File: config.mk
export PLATFORM = sky130hd
export DESIGN_NAME = crc8_packet_framer
export DESIGN_NICKNAME = d
export VERILOG_FILES = /design/src/cpf_pkg.sv /design/src/cpf_front.sv /design/src/cpf_cmd_queue.sv /design/src/cpf_back.sv /design/src/crc8_packet_framer.sv
export SDC_FILE = /design/constraint.sdc
export NUM_CORES = 1
export LEC_CHECK = 0
export ABC_AREA = 1
export BUFFER_PORTS_ARGS = -buffer_cell sky130_fd_sc_hd__buf_2
export CAP_MARGIN = 20
export CORE_MARGIN = 2
export CORE_UTILIZATION = 53
export CTS_CLUSTER_SIZE = 20
export DETAILED_ROUTE_END_ITERATION = 12
export MAX_ROUTING_LAYER = met4
export PLACE_DENSITY = 0.83
export SYNTH_ARGS = -nofsm -noshare
export SYNTH_HDL_FRONTEND = slang
export SYNTH_SLANG_ARGS = --single-unit
File: constraint.sdc
create_clock -name clk_i -period 2.9 [get_ports clk_i]
set_clock_uncertainty 0.15 [all_clocks]
set_input_delay 0.29 -clock clk_i [delete_from_list [all_inputs] [get_ports clk_i]]
set_output_delay 0.29 -clock clk_i [all_outputs]
set_load 0.02 [all_outputs]
File: src/cpf_pkg.sv
package cpf_pkg;

  localparam int unsigned MAX_PAYLOAD = 512;
  localparam int unsigned LEN_W = $clog2(MAX_PAYLOAD + 1);
  localparam logic [LEN_W-1:0] MAX_LEN = LEN_W'(MAX_PAYLOAD);

  localparam logic [7:0] CRC_POLY = 8'h07;
  localparam logic [7:0] CRC_INIT = 8'h00;

  localparam int unsigned CMDQ_DEPTH = 2;
  localparam int unsigned CMDQ_PTR_W = $clog2(CMDQ_DEPTH);
  localparam int unsigned CMDQ_CNT_W = $clog2(CMDQ_DEPTH + 1);

  localparam int unsigned OUTB_DEPTH = 2;
  localparam int unsigned OUTB_PTR_W = $clog2(OUTB_DEPTH);
  localparam int unsigned OUTB_CNT_W = $clog2(OUTB_DEPTH + 1);

  typedef enum logic {
    KIND_START   = 1'b0,
    KIND_PAYLOAD = 1'b1
  } kind_e;

  typedef enum logic {
    CMD_START = 1'b0,
    CMD_DATA  = 1'b1
  } cmd_e;

  typedef enum logic [2:0] {
    BEAT_0 = 3'd0,
    BEAT_1 = 3'd1,
    BEAT_2 = 3'd2,
    BEAT_3 = 3'd3,
    BEAT_4 = 3'd4
  } beat_e;

  typedef struct packed {
    cmd_e             op;
    logic [7:0]       data;
    logic [LEN_W-1:0] len;
    logic             last;
  } cmd_t;

  typedef struct packed {
    logic [7:0] data;
    logic       frame_end;
  } out_t;

  function automatic logic [7:0] crc8_update(logic [7:0] crc, logic [7:0] data);
    logic [7:0] c;
    c = crc ^ data;
    for (int b = 0; b < 8; b++) begin
      c = c[7] ? ((c << 1) ^ CRC_POLY) : (c << 1);
    end
    return c;
  endfunction

endpackage

File: src/cpf_front.sv
module cpf_front import cpf_pkg::*; (
  input  logic        clk_i,
  input  logic        rst_ni,
  input  logic        accept_i,
  input  logic        kind_i,
  input  logic [7:0]  data_type_i,
  input  logic [15:0] payload_length_i,
  input  logic [7:0]  payload_byte_i,
  output logic        cmd_push_o,
  output cmd_t        cmd_o
);

  logic [LEN_W-1:0] bytes_left_q, bytes_left_d;
  logic [LEN_W-1:0] len_clamped;
  logic             is_start;

  assign is_start    = (kind_e'(kind_i) == KIND_START);
  assign len_clamped = (payload_length_i > 16'(MAX_PAYLOAD)) ? MAX_LEN
                                                             : payload_length_i[LEN_W-1:0];

  always_comb begin
    bytes_left_d = bytes_left_q;
    cmd_push_o   = 1'b0;
    cmd_o.op     = CMD_DATA;
    cmd_o.data   = payload_byte_i;
    cmd_o.len    = len_clamped;
    cmd_o.last   = (bytes_left_q == LEN_W'(1));
    if (accept_i) begin
      if (is_start) begin
        cmd_push_o   = 1'b1;
        cmd_o.op     = CMD_START;
        cmd_o.data   = data_type_i;
        bytes_left_d = len_clamped;
      end else if (bytes_left_q != '0) begin
        cmd_push_o   = 1'b1;
        bytes_left_d = bytes_left_q - LEN_W'(1);
      end
    end
  end

  always_ff @(posedge clk_i or negedge rst_ni) begin
    if (!rst_ni) begin
      bytes_left_q <= '0;
    end else begin
      bytes_left_q <= bytes_left_d;
    end
  end

`ifndef ASSERT_OFF
  assert property (@(posedge clk_i) disable iff (!rst_ni)
    (accept_i && !is_start && bytes_left_q == '0) |-> !cmd_push_o)
    else $error("Stray payload item produced a command.");

  assert property (@(posedge clk_i) disable iff (!rst_ni)
    bytes_left_q <= MAX_LEN)
    else $error("Remaining byte count exceeds the maximum payload.");

  assert property (@(posedge clk_i) disable iff (!rst_ni)
    (cmd_push_o && cmd_o.op == CMD_DATA && cmd_o.last) |=> (bytes_left_q == '0))
    else $error("Frame still open after its last payload byte.");
`endif

endmodule

File: src/cpf_cmd_queue.sv
module cpf_cmd_queue import cpf_pkg::*; (
  input  logic clk_i,
  input  logic rst_ni,
  input  logic push_i,
  input  cmd_t cmd_i,
  output logic full_o,
  output logic valid_o,
  input  logic pop_i,
  output cmd_t cmd_o
);

  cmd_t                  mem_q [CMDQ_DEPTH];
  logic [CMDQ_PTR_W-1:0] wr_ptr_q, rd_ptr_q;
  logic [CMDQ_CNT_W-1:0] count_q, count_d;
  logic                  do_push, do_pop;

  assign full_o  = (count_q == CMDQ_CNT_W'(CMDQ_DEPTH));
  assign valid_o = (count_q != '0);
  assign do_push = push_i && !full_o;
  assign do_pop  = pop_i && valid_o;
  assign cmd_o   = mem_q[rd_ptr_q];

  always_comb begin
    count_d = count_q;
    if (do_push && !do_pop) begin
      count_d = count_q + CMDQ_CNT_W'(1);
    end else if (do_pop && !do_push) begin
      count_d = count_q - CMDQ_CNT_W'(1);
    end
  end

  always_ff @(posedge clk_i) begin
    if (do_push) begin
      mem_q[wr_ptr_q] <= cmd_i;
    end
  end

  always_ff @(posedge clk_i or negedge rst_ni) begin
    if (!rst_ni) begin
      wr_ptr_q <= '0;
      rd_ptr_q <= '0;
      count_q  <= '0;
    end else begin
      count_q <= count_d;
      if (do_push) begin
        wr_ptr_q <= (wr_ptr_q == CMDQ_PTR_W'(CMDQ_DEPTH - 1)) ? '0
                                                              : wr_ptr_q + CMDQ_PTR_W'(1);
      end
      if (do_pop) begin
        rd_ptr_q <= (rd_ptr_q == CMDQ_PTR_W'(CMDQ_DEPTH - 1)) ? '0
                                                              : rd_ptr_q + CMDQ_PTR_W'(1);
      end
    end
  end

`ifndef ASSERT_OFF
  assert property (@(posedge clk_i) disable iff (!rst_ni)
    count_q <= CMDQ_CNT_W'(CMDQ_DEPTH))
    else $error("Command queue count out of range.");

  assert property (@(posedge clk_i) disable iff (!rst_ni)
    push_i |-> !full_o)
    else $error("Command pushed into a full queue.");

  assert property (@(posedge clk_i) disable iff (!rst_ni)
    (count_q == '0) |-> (wr_ptr_q == rd_ptr_q))
    else $error("Command queue pointers disagree while empty.");
`endif

endmodule

File: src/cpf_back.sv
module cpf_back import cpf_pkg::*; (
  input  logic       clk_i,
  input  logic       rst_ni,
  input  logic [7:0] header_marker_i,
  input  logic       cmd_valid_i,
  input  cmd_t       cmd_i,
  output logic       cmd_pop_o,
  output logic       empty_o,
  input  logic       pop_i,
  output out_t       out_o
);

  beat_e                 beat_q, beat_d;
  logic [7:0]            crc_q, crc_d;
  logic [15:0]           len_ext;
  out_t                  cur;
  logic                  final_beat;
  logic                  emit;
  logic                  out_space;

  out_t                  buf_q [OUTB_DEPTH];
  logic [OUTB_PTR_W-1:0] wr_ptr_q, rd_ptr_q;
  logic [OUTB_CNT_W-1:0] count_q, count_d;
  logic                  do_pop;

  assign len_ext   = 16'(cmd_i.len);
  assign empty_o   = (count_q == '0);
  assign do_pop    = pop_i && !empty_o;
  assign out_space = (count_q != OUTB_CNT_W'(OUTB_DEPTH)) || do_pop;
  assign emit      = cmd_valid_i && out_space;
  assign out_o     = buf_q[rd_ptr_q];

  always_comb begin
    cur.data      = crc_q;
    cur.frame_end = 1'b1;
    final_beat    = 1'b1;
    if (cmd_i.op == CMD_START) begin
      unique case (beat_q)
        BEAT_0: begin
          cur.data      = header_marker_i;
          cur.frame_end = 1'b0;
          final_beat    = 1'b0;
        end
        BEAT_1: begin
          cur.data      = cmd_i.data;
          cur.frame_end = 1'b0;
          final_beat    = 1'b0;
        end
        BEAT_2: begin
          cur.data      = len_ext[15:8];
          cur.frame_end = 1'b0;
          final_beat    = 1'b0;
        end
        BEAT_3: begin
          cur.data      = len_ext[7:0];
          cur.frame_end = 1'b0;
          final_beat    = (cmd_i.len != '0);
        end
        default: begin
          cur.data      = crc_q;
          cur.frame_end = 1'b1;
          final_beat    = 1'b1;
        end
      endcase
    end else begin
      unique case (beat_q)
        BEAT_0: begin
          cur.data      = cmd_i.data;
          cur.frame_end = 1'b0;
          final_beat    = !cmd_i.last;
        end
        default: begin
          cur.data      = crc_q;
          cur.frame_end = 1'b1;
          final_beat    = 1'b1;
        end
      endcase
    end
  end

  always_comb begin
    beat_d    = beat_q;
    crc_d     = crc_q;
    cmd_pop_o = 1'b0;
    if (emit) begin
      if (!cur.frame_end) begin
        crc_d = crc8_update((cmd_i.op == CMD_START && beat_q == BEAT_0) ? CRC_INIT : crc_q,
                            cur.data);
      end
      if (final_beat) begin
        beat_d    = BEAT_0;
        cmd_pop_o = 1'b1;
      end else begin
        beat_d = beat_e'(beat_q + 3'd1);
      end
    end
  end

  always_comb begin
    count_d = count_q;
    if (emit && !do_pop) begin
      count_d = count_q + OUTB_CNT_W'(1);
    end else if (do_pop && !emit) begin
      count_d = count_q - OUTB_CNT_W'(1);
    end
  end

  always_ff @(posedge clk_i) begin
    if (emit) begin
      buf_q[wr_ptr_q] <= cur;
    end
  end

  always_ff @(posedge clk_i or negedge rst_ni) begin
    if (!rst_ni) begin
      beat_q   <= BEAT_0;
      crc_q    <= CRC_INIT;
      wr_ptr_q <= '0;
      rd_ptr_q <= '0;
      count_q  <= '0;
    end else begin
      beat_q  <= beat_d;
      crc_q   <= crc_d;
      count_q <= count_d;
      if (emit) begin
        wr_ptr_q <= (wr_ptr_q == OUTB_PTR_W'(OUTB_DEPTH - 1)) ? '0
                                                              : wr_ptr_q + OUTB_PTR_W'(1);
      end
      if (do_pop) begin
        rd_ptr_q <= (rd_ptr_q == OUTB_PTR_W'(OUTB_DEPTH - 1)) ? '0
                                                              : rd_ptr_q + OUTB_PTR_W'(1);
      end
    end
  end

`ifndef ASSERT_OFF
  assert property (@(posedge clk_i) disable iff (!rst_ni)
    count_q <= OUTB_CNT_W'(OUTB_DEPTH))
    else $error("Output buffer count out of range.");

  assert property (@(posedge clk_i) disable iff (!rst_ni)
    (emit && cur.frame_end) |-> cmd_pop_o)
    else $error("Frame end emitted without retiring its command.");

  assert property (@(posedge clk_i) disable iff (!rst_ni)
    (!cmd_valid_i) |-> (beat_q == BEAT_0))
    else $error("Beat counter advanced with no command pending.");
`endif

endmodule

File: src/crc8_packet_framer.sv
// Frames a byte stream: a start item writes the header marker, the type and the clamped
// 16-bit length (big endian), payload items pass their byte through, and a CRC-8 byte
// (polynomial 0x07, initial value 0, MSB first) over header and payload closes each frame
// with frame_end set. A payload item emits its byte, the frame's last one also the CRC;
// a start item emits marker, type and length bytes, plus the CRC for a zero-length frame.
// The back end emits one byte per cycle into a two-entry output buffer while it has room;
// the front end accepts one item per cycle, when not full, into a two-entry command queue,
// so full rises only while the back end works through a multi-byte item or output stalls.
// Payload items with no open frame, or beyond the declared length, are accepted and dropped.
module crc8_packet_framer import cpf_pkg::*; (
  input  logic        clk_i,
  input  logic        rst_ni,
  input  logic        cfg_we_i,
  input  logic [7:0]  cfg_wdata_i,
  input  logic        push,
  output logic        full,
  input  logic        kind_i,
  input  logic [7:0]  data_type_i,
  input  logic [15:0] payload_length_i,
  input  logic [7:0]  payload_byte_i,
  output logic        empty,
  input  logic        pop,
  output logic [7:0]  out_byte_o,
  output logic        frame_end_o
);

  logic [7:0] header_marker_q;
  logic       accept;
  logic       cmd_push;
  cmd_t       cmd_in;
  logic       cmdq_full;
  logic       cmd_valid;
  logic       cmd_pop;
  cmd_t       cmd_out;
  out_t       out_item;

  assign full   = cmdq_full;
  assign accept = push && !cmdq_full;

  always_ff @(posedge clk_i or negedge rst_ni) begin
    if (!rst_ni) begin
      header_marker_q <= '0;
    end else if (cfg_we_i) begin
      header_marker_q <= cfg_wdata_i;
    end
  end

  cpf_front u_front (
    .clk_i            (clk_i),
    .rst_ni           (rst_ni),
    .accept_i         (accept),
    .kind_i           (kind_i),
    .data_type_i      (data_type_i),
    .payload_length_i (payload_length_i),
    .payload_byte_i   (payload_byte_i),
    .cmd_push_o       (cmd_push),
    .cmd_o            (cmd_in)
  );

  cpf_cmd_queue u_cmd_queue (
    .clk_i   (clk_i),
    .rst_ni  (rst_ni),
    .push_i  (cmd_push),
    .cmd_i   (cmd_in),
    .full_o  (cmdq_full),
    .valid_o (cmd_valid),
    .pop_i   (cmd_pop),
    .cmd_o   (cmd_out)
  );

  cpf_back u_back (
    .clk_i           (clk_i),
    .rst_ni          (rst_ni),
    .header_marker_i (header_marker_q),
    .cmd_valid_i     (cmd_valid),
    .cmd_i           (cmd_out),
    .cmd_pop_o       (cmd_pop),
    .empty_o         (empty),
    .pop_i           (pop),
    .out_o           (out_item)
  );

  assign out_byte_o  = out_item.data;
  assign frame_end_o = out_item.frame_end;

endmodule

# == Word level (Yosys, flattened, before mapping) ==
# Memory sizes are Yosys's and may differ from the RTL's.
# Index checks and enable logic that the tools add are counted.
# word_totals
register_bits,37
ram_bits,58
inputBits,46
out_inout_bits,11
elab_cells,107
mem_count,2
# mem_list
name,depth,word_bits,read_ports,rd_clocked_by_memory_dff,wr,line_no,text
u_cmd_queue.mem_q,2,20,1,0,1,cpf_cmd_queue.sv:12,cmd_t mem_q [CMDQ_DEPTH];
u_back.buf_q,2,9,1,0,1,cpf_back.sv:21,out_t buf_q [OUTB_DEPTH];
# op_classes
addsub,10
n_lt_le_gt_ge,1
eq_ne,7
mux,38
bitwise,11
reduce_logical,28
# ops
operator,count
9-bit 2-to-1 mux,4
9-bit one-hot mux with 4 select lines,1
10-bit 2-to-1 mux,3
3-bit 2-to-1 mux,9
3-bit inverter,8
10-bit nonzero test,2
16-bit by 10-bit > comparator with 1-bit output (second input constant),1
1-bit 2-to-1 mux,15
10-bit by 1-bit equality test with 1-bit output (second input constant),1
1-bit logical AND,10
10-bit by 1-bit subtractor with 10-bit output (second input constant),1
2-bit 2-to-1 mux,4
8-bit 2-to-1 mux,1
8-bit XOR,1
1-bit zero test,7
3-bit by 2-bit equality test with 1-bit output (second input constant),2
2-bit nonzero test,3
1-bit adder (second input constant),4
2-bit by 1-bit adder with 2-bit output (second input constant),2
2-bit AND reduction,2
2-bit by 1-bit subtractor with 2-bit output (second input constant),2
3-bit by 1-bit adder with 3-bit output (second input constant),1
3-bit by 1-bit equality test with 1-bit output (second input constant),1
3-bit zero test,1
8 further kinds,9

# == Logic depth before layout (Yosys ltp) ==
# Gate-level depths: netlist (run 1).
# An unclocked memory read counts as a cell.
# depth
ltp_word,21
mapped_depth,20
depth_no_buf,20

# == Hierarchy ==
# From an unflattened synthesis (run 1), not the netlist that was laid out.
# hier_totals
hier_cells,649
hier_area_um2,5422.7
# by_module_without_submodules
module,n_inst,cells_each,area_per_inst_um2,seq_area_each_um2
cpf_back,1,329,2439.8,915.9
cpf_cmd_queue,1,136,1697.9,1301.2
cpf_front,1,148,972.2,250.2
crc8_packet_framer,1,36,312.8,200.2

# == Worst setup path after synthesis (run 1) ==
# OpenSTA, ideal clock, no wires.
# synth_path
kind,register to register
startpoint,reg u_front.bytes_left_q[0]
endpoint,mem u_cmd_queue.mem_q[1][0] in the netlist's numbering (enable)
setup_time_ns,0.398
arrival_ns,2.141
required_time_ns,2.352
slack_ns,0.210
stages_incl_launch_ff,8
n_path_buf,0
synth_period_minus_slack_ns,2.690
path_cell_list,dfrtp_1 inv_1 ha_1 nand3_1 nor2_1 nor2_1 inv_1 nor2_1
# synth_via
elab_chain_len,7
# synth_rtl
element,line_no,text
from (decl),cpf_front.sv:13,"logic [LEN_W-1:0] bytes_left_q, bytes_left_d;"
from (signal assigned),cpf_front.sv:45,bytes_left_q <= bytes_left_d;
10-bit nonzero test,cpf_front.sv:34,end else if (bytes_left_q != '0) begin
1-bit 2-to-1 mux,cpf_front.sv:34,
1-bit 2-to-1 mux,cpf_front.sv:29,if (is_start) begin
1-bit 2-to-1 mux,cpf_front.sv:28,if (accept_i) begin
1-bit logical AND,cpf_cmd_queue.sv:19,assign do_push = push_i && !full_o;
1-bit 2-to-1 mux,cpf_cmd_queue.sv:33,if (do_push) begin
1-bit 2-to-1 mux (not written as such),cpf_cmd_queue.sv:34,mem_q[wr_ptr_q] <= cmd_i;
to (decl),cpf_cmd_queue.sv:12,
# No other way between the ends.

# == Worst setup path in the final report (run 1) ==
# layout_path
startpoint,reg u_back.beat_q[0]
endpoint,reg u_back.crc_q[3]
# layout_via
elab_chain_len,9
elab_cells_between_ends,19
cone_classes,eq/ne: 3; mux: 8; bitwise: 5; reduce/logical: 3
# layout_rtl
element,line_no,text
from (decl),cpf_back.sv:13,"beat_e beat_q, beat_d;"
from (signal assigned),cpf_back.sv:122,beat_q <= beat_d;
3-bit by 2-bit equality test with 1-bit output (tied with other cells),cpf_back.sv:38,unique case (beat_q)
9-bit one-hot mux with 4 select lines (tied with other cells),cpf_back.sv:38,
9-bit 2-to-1 mux or 8-bit 2-to-1 mux (tied branches),"cpf_back.sv:37, cpf_back.sv:87",
8-bit XOR,cpf_pkg.sv:50,c = crc ^ data;
3-bit 2-to-1 mux,cpf_pkg.sv:52,c = c[7] ? ((c << 1) ^ CRC_POLY) : (c << 1);
3-bit inverter (no line),n/a,
3-bit 2-to-1 mux,cpf_pkg.sv:52,
3-bit inverter (no line),n/a,
3-bit 2-to-1 mux,cpf_pkg.sv:52,
to (signal assigned),cpf_back.sv:123,crc_q <= crc_d;
to (decl),cpf_back.sv:14,"logic [7:0] crc_q, crc_d;"
# Parallel ways exist; a longest one is shown, timed or not.
# A chain may end at the register's enable or synchronous reset.

==> impl_metrics.json, run 1 <==
{
  "status": "finished clean",
  "die_w_um": 102,
  "grtUsageTotal": 0.242,
  "antenna_found_initial": 0,
  "hp-class": "primary input to register",
  "num_antenna_cells": 0,
  "cts-root-buf": "clkbuf_8",
  "nets": 744,
  "yosysWarnings": 0,
  "cts_buffer_depth": 2,
  "die-area_um2": 10500,
  "cts_made_buffers": 9,
  "ys_seq_area_frac": 0.519,
  "place.port_buffers": 56,
  "routed_wl_um": 11600,
  "fin_area_um2": 5840,
  "leakage_nw": 2.82,
  "syn_area_um2": 5140,
  "cts_sinks": 95,
  "wl_per_cell_um": 14.1,
  "tns_ps": 0,
  "final_min_period_over_clock_period": 0.922,
  "placed_cell_area_um2": 5560,
  "cts_tree": "built",
  "ys_ff_latch": 95,
  "drv_cap": 0,
  "rows": 35,
  "required_ps": 3020,
  "p_per_area_nw_per_um2": 1280,
  "grt_max_degree": 38,
  "dpl.hpwl_um": 8610,
  "drcViolationCount": 0,
  "syn_nets": 675,
  "start_kind": "register",
  "drtAntennaViolNets": 0,
  "routed_via_density": 5.32,
  "ys_types": 35,
  "setup_violations": 0,
  "ir_drop_v": 0.000536,
  "cp-end-kind": "register",
  "place.gp.congestion": 0.972,
  "grt-ovfl-total": 0,
  "area_growth_pct": 13.7,
  "io_pins": 57,
  "setup_slack_ps": 225,
  "clkLatencyLatePin_ps": 360,
  "die_height_um": 102,
  "grt_pass1_wl_um": 18900,
  "fillers": 835,
  "htree_num_levels": 3,
  "p_total_w": 0.00747,
  "coreArea_um2": 9330,
  "min_period_ps": 2670,
  "finalHoldViolations": 0,
  "worst-setup-path-type": "register to register",
  "crit_fanout": 15,
  "slew_headroom": 0.386,
  "clkTransAtPathRegs_ps": 100,
  "vias": 4371,
  "rsz0062_at_grt": "false",
  "worst_pin_slew_ps": 921,
  "drt_iter0_drc": 270,
  "dr.pass1.iters": 5,
  "max_freq_mhz": 374,
  "dpl_worst_slack_ps": 212,
  "drive_above_1_share": 0.156,
  "initial_core_util": 0.551,
  "arrival_ps": 2790,
  "syn_inst": 619,
  "final_util": 0.626,
  "slew_viol_final": 0,
  "avgSynthCellArea_um2": 8.30,
  "grt_pass1_vias": 4149
}
path summary, 6_finish.rpt:
kind	startpoint	end	slack [ps]	depth (start not counted)
min reg2reg	u_back.crc_q[6]	u_back.crc_q[6]	350	2
max reg2reg	u_back.beat_q[0]	u_back.crc_q[3]	230	15
max in group asynchronous	rst_ni	header_marker_q[3]	1570	2
max	u_back.beat_q[0]	u_back.crc_q[3]	230	15
min	cfg_wdata_i[0]	header_marker_q[0]	10	3
min in group asynchronous	rst_ni	u_front.bytes_left_q[6]	440	2
metal layers:
| layer | GRT usage | share of wire | up-vias |
|---|---|---|---|
| met5 | - | 0 | - |
| met3 | 0.0328 | 0.069 | 20 |
| li1 | - | - | 2150 |
| met4 | 0.0923 | 0.022 | 0 |
| met2 | 0.402 | 0.48 | 186 |
| met1 | 0.303 | 0.43 | 2015 |
stage by stage:
step                      hold slack, ps  instances
after global placement               301        799
after global routing                2.69        822
after detailed placement             308        799
after floorplan                     -156        619
final                               13.5        822
after CTS                           3.61        819
timing repair:
action,in CTS,in global routing
gates resized for setup,0,3
buffers inserted,0,3
hold buffers,4,0
hold endpoints to repair,40,0
setup endpoints to repair,0,8
cells in the final DEF, fill, tap and decap left out, types with 2 or more instances in the layout:
master	n
inv_2	2
edfxtp_1	58
o21ai_0	39
a21oi_1	18
o211ai_1	9
bufinv_16	2
nor2_2	2
nor3_1	2
dfrtp_1	37
nand2_2	3
mux2_2	12
dlygate4sd3_1	4
clkinv_1	2
clkbuf_8	9
buf_4	10
or2_2	3
nand3_1	42
clkinv_2	3
xor2_1	6
o21ai_1	4
ha_1	9
inv_1	80
nor2_1	51
nand2_1	203
o22ai_1	5
buf_2	57
nand4_1	5
xnor2_1	3
kinds of logic (layout without fill, tap and decap cells):
| kind of cell | after synthesis | count (layout) | synth area share |
|---|---|---|---|
| multiplexers | 12 | 12 | 0.0263 |
| AO/OA/AOI/OAI | 81 | 81 | 0.0882 |
| AND/OR/NAND/NOR | 315 | 315 | 0.250 |
| adder cells (fa/ha/maj) | 10 | 10 | 0.0244 |
| buffers and inverters | 97 | 171 | 0.0770 |
| XOR/XNOR | 9 | 9 | 0.0153 |
| flip-flops | 95 | 95 | 0.519 |
synth_stat cells, drive strengths merged:
cell / count / area [µm²]
clkbuf: 5 / 18.8
nand3b: 1 / 7.51
o21bai: 1 / 7.51
nand3: 42 / 210
dfrtp: 37 / 926
buf: 8 / 61.3
a311oi: 1 / 8.76
nor3b: 1 / 7.51
or2: 3 / 18.8
nor4: 1 / 6.26
o221ai: 1 / 8.76
ha: 10 / 125
o211ai: 9 / 67.6
nor3: 2 / 10.0
xor2: 6 / 52.6
a22oi: 1 / 7.51
edfxtp: 58 / 1740
nand4: 5 / 31.3
o22ai: 5 / 31.3
xnor2: 3 / 26.3
a211oi: 1 / 7.51
mux2: 12 / 135
nor2: 53 / 204
a21oi: 18 / 90.1
o21ai: 44 / 224
nand2: 207 / 787
clkinv: 1 / 3.75
inv: 83 / 312
report_power, final:
part	internal (W)	switching [W]
Clock	0.000480	0.000456
Combinational	0.00136	0.00286
Sequential	0.00209	0.000230
Total	0.00393	0.00354
registers in the layout (all words and copies together), names as in the netlist:
name / cells
u_front.bytes_left_q: 10
u_back.crc_q: 8
header_marker_q: 8
u_back.wr_ptr_q: 1
u_cmd_queue.wr_ptr_q: 1
u_back.buf_q: 18
u_cmd_queue.count_q: 2
u_back.count_q: 2
u_back.rd_ptr_q: 1
u_back.beat_q: 3
u_cmd_queue.rd_ptr_q: 1
u_cmd_queue.mem_q: 40
worst max-delay path, stage by stage (launching register included):
cell and delay (ps):
dfrtp_1 430, inv_1 100, ha_1 250, nand2_4 180, clkinvlp_4 210, buf_2 210
o211ai_1 260, nand2_1 180, nand2_1 90, nand2_1 70, nand2_1 80, nand2_1 100
inv_1 90, nand2_1 50, nand3_1 70, nand2_1 50
cell type report:
type | count | area, µm² | share of cell area
clock inverter | 7 | 87.6 | 0.0150
timing repair buffer | 71 | 400 | 0.0685
tap | 129 | 161 | 0.0276
clock buffer | 9 | 124 | 0.0212
multi-input combinational | 427 | 2080 | 0.356
inverter | 84 | 319 | 0.0546
sequential | 95 | 2670 | 0.457
Power figures use the tool's default switching activity.
==> run 2, diff against run 1 <==
- BUFFER_PORTS_ARGS: -buffer_cell sky130_fd_sc_hd__buf_2 -> -buffer_cell sky130_fd_sc_hd__buf_4
==> impl_metrics.json, run 2 (same netlist as run 1, synthesis figures left out) <==
{
  "status": "finished clean",
  "reg2reg_from": "u_back.beat_q[0]",
  "cp_slowest_cell": "dfrtp_1",
  "worstReg2RegEnd": "u_back.crc_q[2]",
  "drt_iter0_drc": 321,
  "final_min_period_over_clock_period": 0.921,
  "drive_above_1_share": 0.152,
  "initial_core_util": 0.551,
  "crit_fanout": 10,
  "finalHoldViolations": 0,
  "worst-setup-path-type": "register to register",
  "drcViolationCount": 0,
  "p_per_area_nw_per_um2": 1270,
  "grtUsageTotal": 0.247,
  "dpl_worst_slack_ps": 217,
  "setup_slack_ps": 229,
  "nets": 743,
  "rsz0062_at_grt": "false",
  "rows": 35,
  "num_antenna_cells": 0,
  "cts_sinks": 95,
  "placed_cells": 799,
  "grt_pass1_wl_um": 19300,
  "dpl.hpwl_um": 8670,
  "stdcell_count": 821,
  "coreArea_um2": 9330,
  "largest_register_ffs": 40,
  "place.port_buffers": 56,
  "arrival_ps": 2780,
  "max_freq_mhz": 374,
  "tns_ps": 0,
  "min_period_ps": 2670,
  "place.gp.congestion": 0.992,
  "cts-root-buf": "clkbuf_8",
  "regMostFlops": "u_cmd_queue.mem_q",
  "routed_wl_um": 11600,
  "die_height_um": 102,
  "required_ps": 3010,
  "drv_cap": 0,
  "die_w_um": 102,
  "grt_max_degree": 38,
  "cts_made_buffers": 9,
  "slew_headroom": 0.436,
  "reg_top3": "u_cmd_queue.mem_q (40), u_back.buf_q (18), u_front.bytes_left_q (10)",
  "layout_common_cells": "nand2_1, inv_1, buf_4, edfxtp_1, nor2_1",
  "dr.pass1.iters": 5,
  "cp_num_cells": 19,
  "final_util": 0.639,
  "grt-ovfl-total": 0,
  "slowest_delay_ps": 440,
  "cp_common_cell": "nand2_1",
  "path_cells": "ha_1 > ha_2 > inv_1 > nand2_1 > nor2_1 > buf_4 > nor2_1 > nand2_1 > nand2_1 > nand2_2 > nand2_1 > nand2_1 > nand2_1 > nand2_1 > nand2_1 > nand2_1 > nand3_1 > nand2_1 > nor2_1",
  "endpoint": "u_back.crc_q[2]",
  "leakage_nw": 2.85,
  "crit_family": "simple AND/OR/NAND/NOR gates",
  "crit_buf_inv": 2,
  "rr_worst_depth": 19,
  "clkLatencyLatePin_ps": 360,
  "start_kind": "register",
  "cp-end-kind": "register",
  "cts_tree": "built",
  "worst_pin_slew_ps": 842,
  "ff2ff_setup_slack_ps": 230,
  "routed_via_density": 5.31,
  "hp-class": "primary input to register",
  "antenna_found_initial": 0,
  "clkTransAtPathRegs_ps": 90,
  "vias": 4360,
  "ir_drop_v": 0.000469,
  "fillers": 770,
  "final_common_cell": "nand2_1",
  "area_growth_pct": 16.0,
  "htree_num_levels": 3,
  "multiInputGateArea_um2": 2080,
  "startpoint": "u_back.beat_q[0]",
  "setup_violations": 0,
  "cts_buffer_depth": 2,
  "io_pins": 57,
  "grt_pass1_vias": 4286,
  "seq_area_um2": 2670,
  "slew_viol_final": 0,
  "wl_per_cell_um": 14.1,
  "die-area_um2": 10500,
  "drtAntennaViolNets": 0
}
[run 2: changes by cell type in the layout (fill, tap and decap cells not counted), moves of 2 or more]
cell	before	now
clkbuf_1	0	3
buf_4	10	66
buf_2	57	0
clkinv_2	3	1
[run 2: worst min-delay path: cells and delay by family]
kind	cells	cell delay, ps
buffers and inverters	1	80
and+or+nand+nor	1	40
AOI/OAI and AO/OA	1	60
[run 2: layout make-up]
class                   count  share of cell area
flip-flops and latches     95               0.447
inverters                  84              0.0535
repair buffers             70              0.0898
clock buffers              13              0.0269
well taps                 129              0.0271
clock inverters             3             0.00693
multi-input cells         427               0.348
[run 2: timing repair]
action / CTS / global route
hold endpoints to repair: 38 / 2
gates resized for setup: 0 / 2
setup buffers: 0 / 2
hold buffers: 2 / 2
endpoints found under the setup margin: 0 / 6
[run 2: per-stage QoR]
stage | total power, W | hold slack, ps | instance area (µm²)
finish | 0.00754 | 3.17 | 5960
global route | 0.00822 | 2.61 | 5960
CTS | 0.00745 | 0.471 | 5920
detailed placement | 0.00655 | 146 | 5700
global placement | 0.00633 | 137 | 5700
floorplan | 0.00543 | -156 | 5140
[run 2: report_power, final]
group          internal, W  leakage [nW]  switching (W)
clock             0.000452         0.103       0.000446
combinational      0.00142          1.76        0.00290
sequential         0.00209         0.991       0.000231
[run 2: how the worst min path moves through the flow]
stage,start,end,slack [ps],depth (start not counted)
after floorplan,rst_ni,header_marker_q[0],-160,0
after global placement,rst_ni,u_front.bytes_left_q[7],140,1
after detailed placement,rst_ni,u_front.bytes_left_q[7],150,1
after CTS,cfg_wdata_i[4],header_marker_q[4],0.5,3
final,cfg_wdata_i[4],header_marker_q[4],3,3
after global routing,cfg_wdata_i[5],header_marker_q[5],3,2
[run 2: layer usage]
| metal | part of all wire | up-vias | global-route usage |
|---|---|---|---|
| met5 | 0 | - | - |
| met4 | 0.027 | 0 | 0.0933 |
| met3 | 0.069 | 30 | 0.0417 |
| met2 | 0.48 | 188 | 0.409 |
| met1 | 0.42 | 1992 | 0.304 |
| li1 | - | 2150 | - |
